### src/hw/rtl/dcr_pkg.sv
// Shared constants, codes and types for the dendrogram cluster relabel unit.
package dcr_pkg;

	localparam int MAX_SAMPLES = 256;
	localparam int LABEL_BITS  = 16;
	localparam int MERGE_DEPTH = MAX_SAMPLES - 1;
	localparam int SLOT_W      = $clog2(MAX_SAMPLES);
	localparam int CNT_W       = $clog2(MAX_SAMPLES + 1);
	localparam int MIDX_W      = $clog2(MERGE_DEPTH);
	localparam int CFG_W       = 9;

	localparam logic [1:0] ACT_LOAD  = 2'd0;
	localparam logic [1:0] ACT_MERGE = 2'd1;
	localparam logic [1:0] ACT_READ  = 2'd2;

	typedef logic [LABEL_BITS-1:0] label_t;

	// ring control: rotate the ring by one and feed the tail cell
	typedef struct packed {
		logic   shift;
		label_t tail;
	} ring_ctl_t;

endpackage

### src/hw/rtl/dcr_cell.sv
// One label cell of the rotating sample ring.
module dcr_cell (
	input  logic            clk,
	input  logic            shift,
	input  dcr_pkg::label_t d,
	output dcr_pkg::label_t q
);
	import dcr_pkg::*;

	label_t lab_q;

	// take the neighbor's label when the ring rotates
	always_ff @(posedge clk) begin
		if (shift) begin
			lab_q <= d;
		end
	end

	assign q = lab_q;

endmodule

### src/hw/rtl/dcr_chain.sv
// Ring of sample label cells; the head cell is read, the tail cell is fed.
module dcr_chain (
	input  logic              clk,
	input  dcr_pkg::ring_ctl_t ctl,
	output dcr_pkg::label_t   head
);
	import dcr_pkg::*;

	label_t cell_q [MAX_SAMPLES];

	// cell i takes from cell i+1; the last cell takes the rewritten head
	for (genvar i = 0; i < MAX_SAMPLES; i++) begin : g_cell
		label_t d;
		if (i == MAX_SAMPLES - 1) begin : g_tail
			assign d = ctl.tail;
		end else begin : g_mid
			assign d = cell_q[i+1];
		end
		dcr_cell u_cell (
			.clk   (clk),
			.shift (ctl.shift),
			.d     (d),
			.q     (cell_q[i])
		);
	end

	assign head = cell_q[0];

endmodule
### config.mk
export PLATFORM = sky130hd
export DESIGN_NAME = dcr_chain
export DESIGN_NICKNAME = d
export VERILOG_FILES = /design/src/hw/rtl/dcr_pkg.sv /design/src/hw/rtl/dcr_cell.sv /design/src/hw/rtl/dcr_chain.sv
export SDC_FILE = /design/constraint.sdc
export NUM_CORES = 2
export LEC_CHECK = 0
export BUFFER_PORTS_ARGS = -buffer_cell sky130_fd_sc_hd__buf_4
export CAP_MARGIN = 20
export CORE_MARGIN = 1.5
export CORE_UTILIZATION = 45
export CTS_CLUSTER_SIZE = 28
export DETAILED_ROUTE_END_ITERATION = 8
export PLACE_DENSITY_LB_ADDON = 0.05
export SYNTH_ARGS = -nofsm -noshare
export SYNTH_HDL_FRONTEND = slang
export SYNTH_SLANG_ARGS = --single-unit
### constraint.sdc
create_clock -name clk -period 1.8 [get_ports clk]
set_input_delay 0.36 -clock clk [delete_from_list [all_inputs] [get_ports clk]]
set_output_delay 0.36 -clock clk [all_outputs]
set_load 0.005 [all_outputs]
==> results_dict.tcl <==
set metrics [dict create \
    maxCapViolCount 0 \
    overflow 0 \
    row_count 191 \
    required_ps 1440 \
    p_per_area_nw_per_um2 1370 \
    via_per_inst 4.61 \
    finalCriticalPeriod_ps 1810 \
    h-tree-depth 5 \
    largest_reg_flops 4096 \
    first_iter_violations 3503 \
    grt_busiest_layer "met1" \
    grt_usage_pct 10.3 \
    multi_input_gates 0 \
    muxShareOfSynthArea_pct 0 \
    dieArea_sq_um 276000 \
    critPathSlowestCell "edfxtp_1" \
    cts_tree "built" \
    multi_input_area_sq_um 0 \
    yosysWarnings 0 \
    cts-root-buf "clkbuf_16" \
    path_class "reg -> out" \
    pre_cts_slack_ps 140 \
    crit_family "flip-flops" \
    synth_nets 4114 \
    die_y_microns 526 \
    port_buffers 33 \
    finalHoldViolations 0 \
    finalWorstSetupSlack_ps -11.4 \
    grtUsageMet3_pct 2.22 \
    yosysUniqueCellTypes 1 \
    clockBufferDepth 4 \
    syn_inst 4096 \
    crit_arrival_ps 1450 \
    fill_cells 20200 \
    synth-simple-area-share_pct 0 \
    core-area_sq_um 271000 \
    cellLeakagePower_nw 48.2 \
    final_util_pct 53.0 \
    grt_pass1_vias 40300 \
    setup_viol 1 \
    peakVddDrop_mv 1.09 \
    antenna_found_initial 1 \
    dp.cells 7923 \
    wl_mm 140 \
    met2_usage_pct 12.4 \
    die_x_microns 526 \
    dp_hpwl_mm 58.6 \
    dr.pass1.iters 4 \
    synth_xor_area_share_pct 0 \
    seq_area_frac_synth_pct 100 \
    cts-buffers-inserted 409 \
    syn_area_sq_um 123000 \
    worst_clock_skew_ps 23.3 \
    violations "setup timing" \
    area_growth_syn_to_layout_pct 17.0 \
    rsz0062_at_grt "yes" \
    drcViolationCount 0 \
    grt_pass1_wl_mm 233 \
    maxSlewViolCount 0 \
    p_total_w 0.197 \
    clkLatencyLatePin_ps 900 \
    max_stage_delay_ps 420 \
    crit_path_max_fanout 1 \
    path_buf_inv 1 \
    path_cells "buf_6" \
    ant_nets 0 \
    grt_max_degree 82 \
    num_vias 39900 \
    gp_congestion 0.647 \
    clock-sinks 4096 \
    tightest_slew_ps 446 \
    finalCritPeriodShare_pct 101 \
    final_cell_count_no_fill 8671 \
    status "complete, but fails checks" \
    layout_commonest_cell "edfxtp_1" \
    start_kind "flop" \
    fmax_mhz 552 \
    num-nets-final 4799 \
    ioPinCount 34 \
    hold_class "in -> reg" \
    relSlewSlack_pct 70.3 \
    clk_pin_slew_ps 60 \
    routedWlPerCell_microns 16.1 \
    layout_common_cells "edfxtp_1, clkbuf_16, buf_4, buf_12, clkinv_2" \
    ys_ff_latch 4096 \
    synth-adder-area-share_pct 0 \
    start_util_pct 45.3 \
    grtUsageMet1_pct 17.3 \
    end_kind "primary output" \
    syn_avg_cell_area_sq_um 30.0 \
    synth-compound-area-share_pct 0 \
    final_layout_size_suffix_gt1_share_pct 16.5 \
]
power by group:
| group | switching [W] | internal, W |
|---|---|---|
| Clock | 0.0340 | 0.0485 |
| Combinational | 0.00183 | 0.000664 |
| Sequential | 0.00140 | 0.111 |
routing by layer:
metal  vias to the layer above  wire length (microns)
met5                         -                      0
met1                     20700                  73300
met2                       580                  55100
li1                      18300                      -
met4                         0                   5490
met3                       404                   5810
synth_stat cells:
library cell / number / area [sq um]
edfxtp_1: 4096 / 123000
cell type report:
class                   instances  area (sq um)  area share (%)
diodes                          1          2.50         0.00174
clock buffers                 485         10700            7.45
clock inverters               245          2430            1.69
flip-flops and latches       4096        123000            85.5
well taps                    3570          4470            3.10
repair buffers                274          3270            2.27
logic make-up after synthesis:
kind of cell,Yosys count
flops,4096
timing repair:
action                     in CTS  in global routing
gates resized for setup         1                  1
setup endpoints to repair      16                 16
hold endpoints to repair       75                  0
setup buffers                   0                  0
hold buffers                   17                  0
final timing paths:
check	depth (start not counted)	endpoint	from	slack, ps
worst max-delay path	1	head[10]	g_cell[0].u_cell.q[10]	-10
worst min-delay path	2	g_cell[255].u_cell.q[2]	ctl[2]	190
worst max register to register	0	g_cell[210].u_cell.q[15]	g_cell[211].u_cell.q[15]	1050
worst min register to register	0	g_cell[50].u_cell.q[15]	g_cell[51].u_cell.q[15]	390
through the flow:
step	hold slack [ps]	instance area (sq um)	TNS (ps)
3_5_place_dp	405	131000	0
2_1_floorplan	400	123000	0
5_1_grt	111	144000	-848
4_1_cts	67.3	144000	-1190
6_report	188	144000	-11.4
3_3_place_gp	400	131000	0
(Power assumes the default switching activity.)
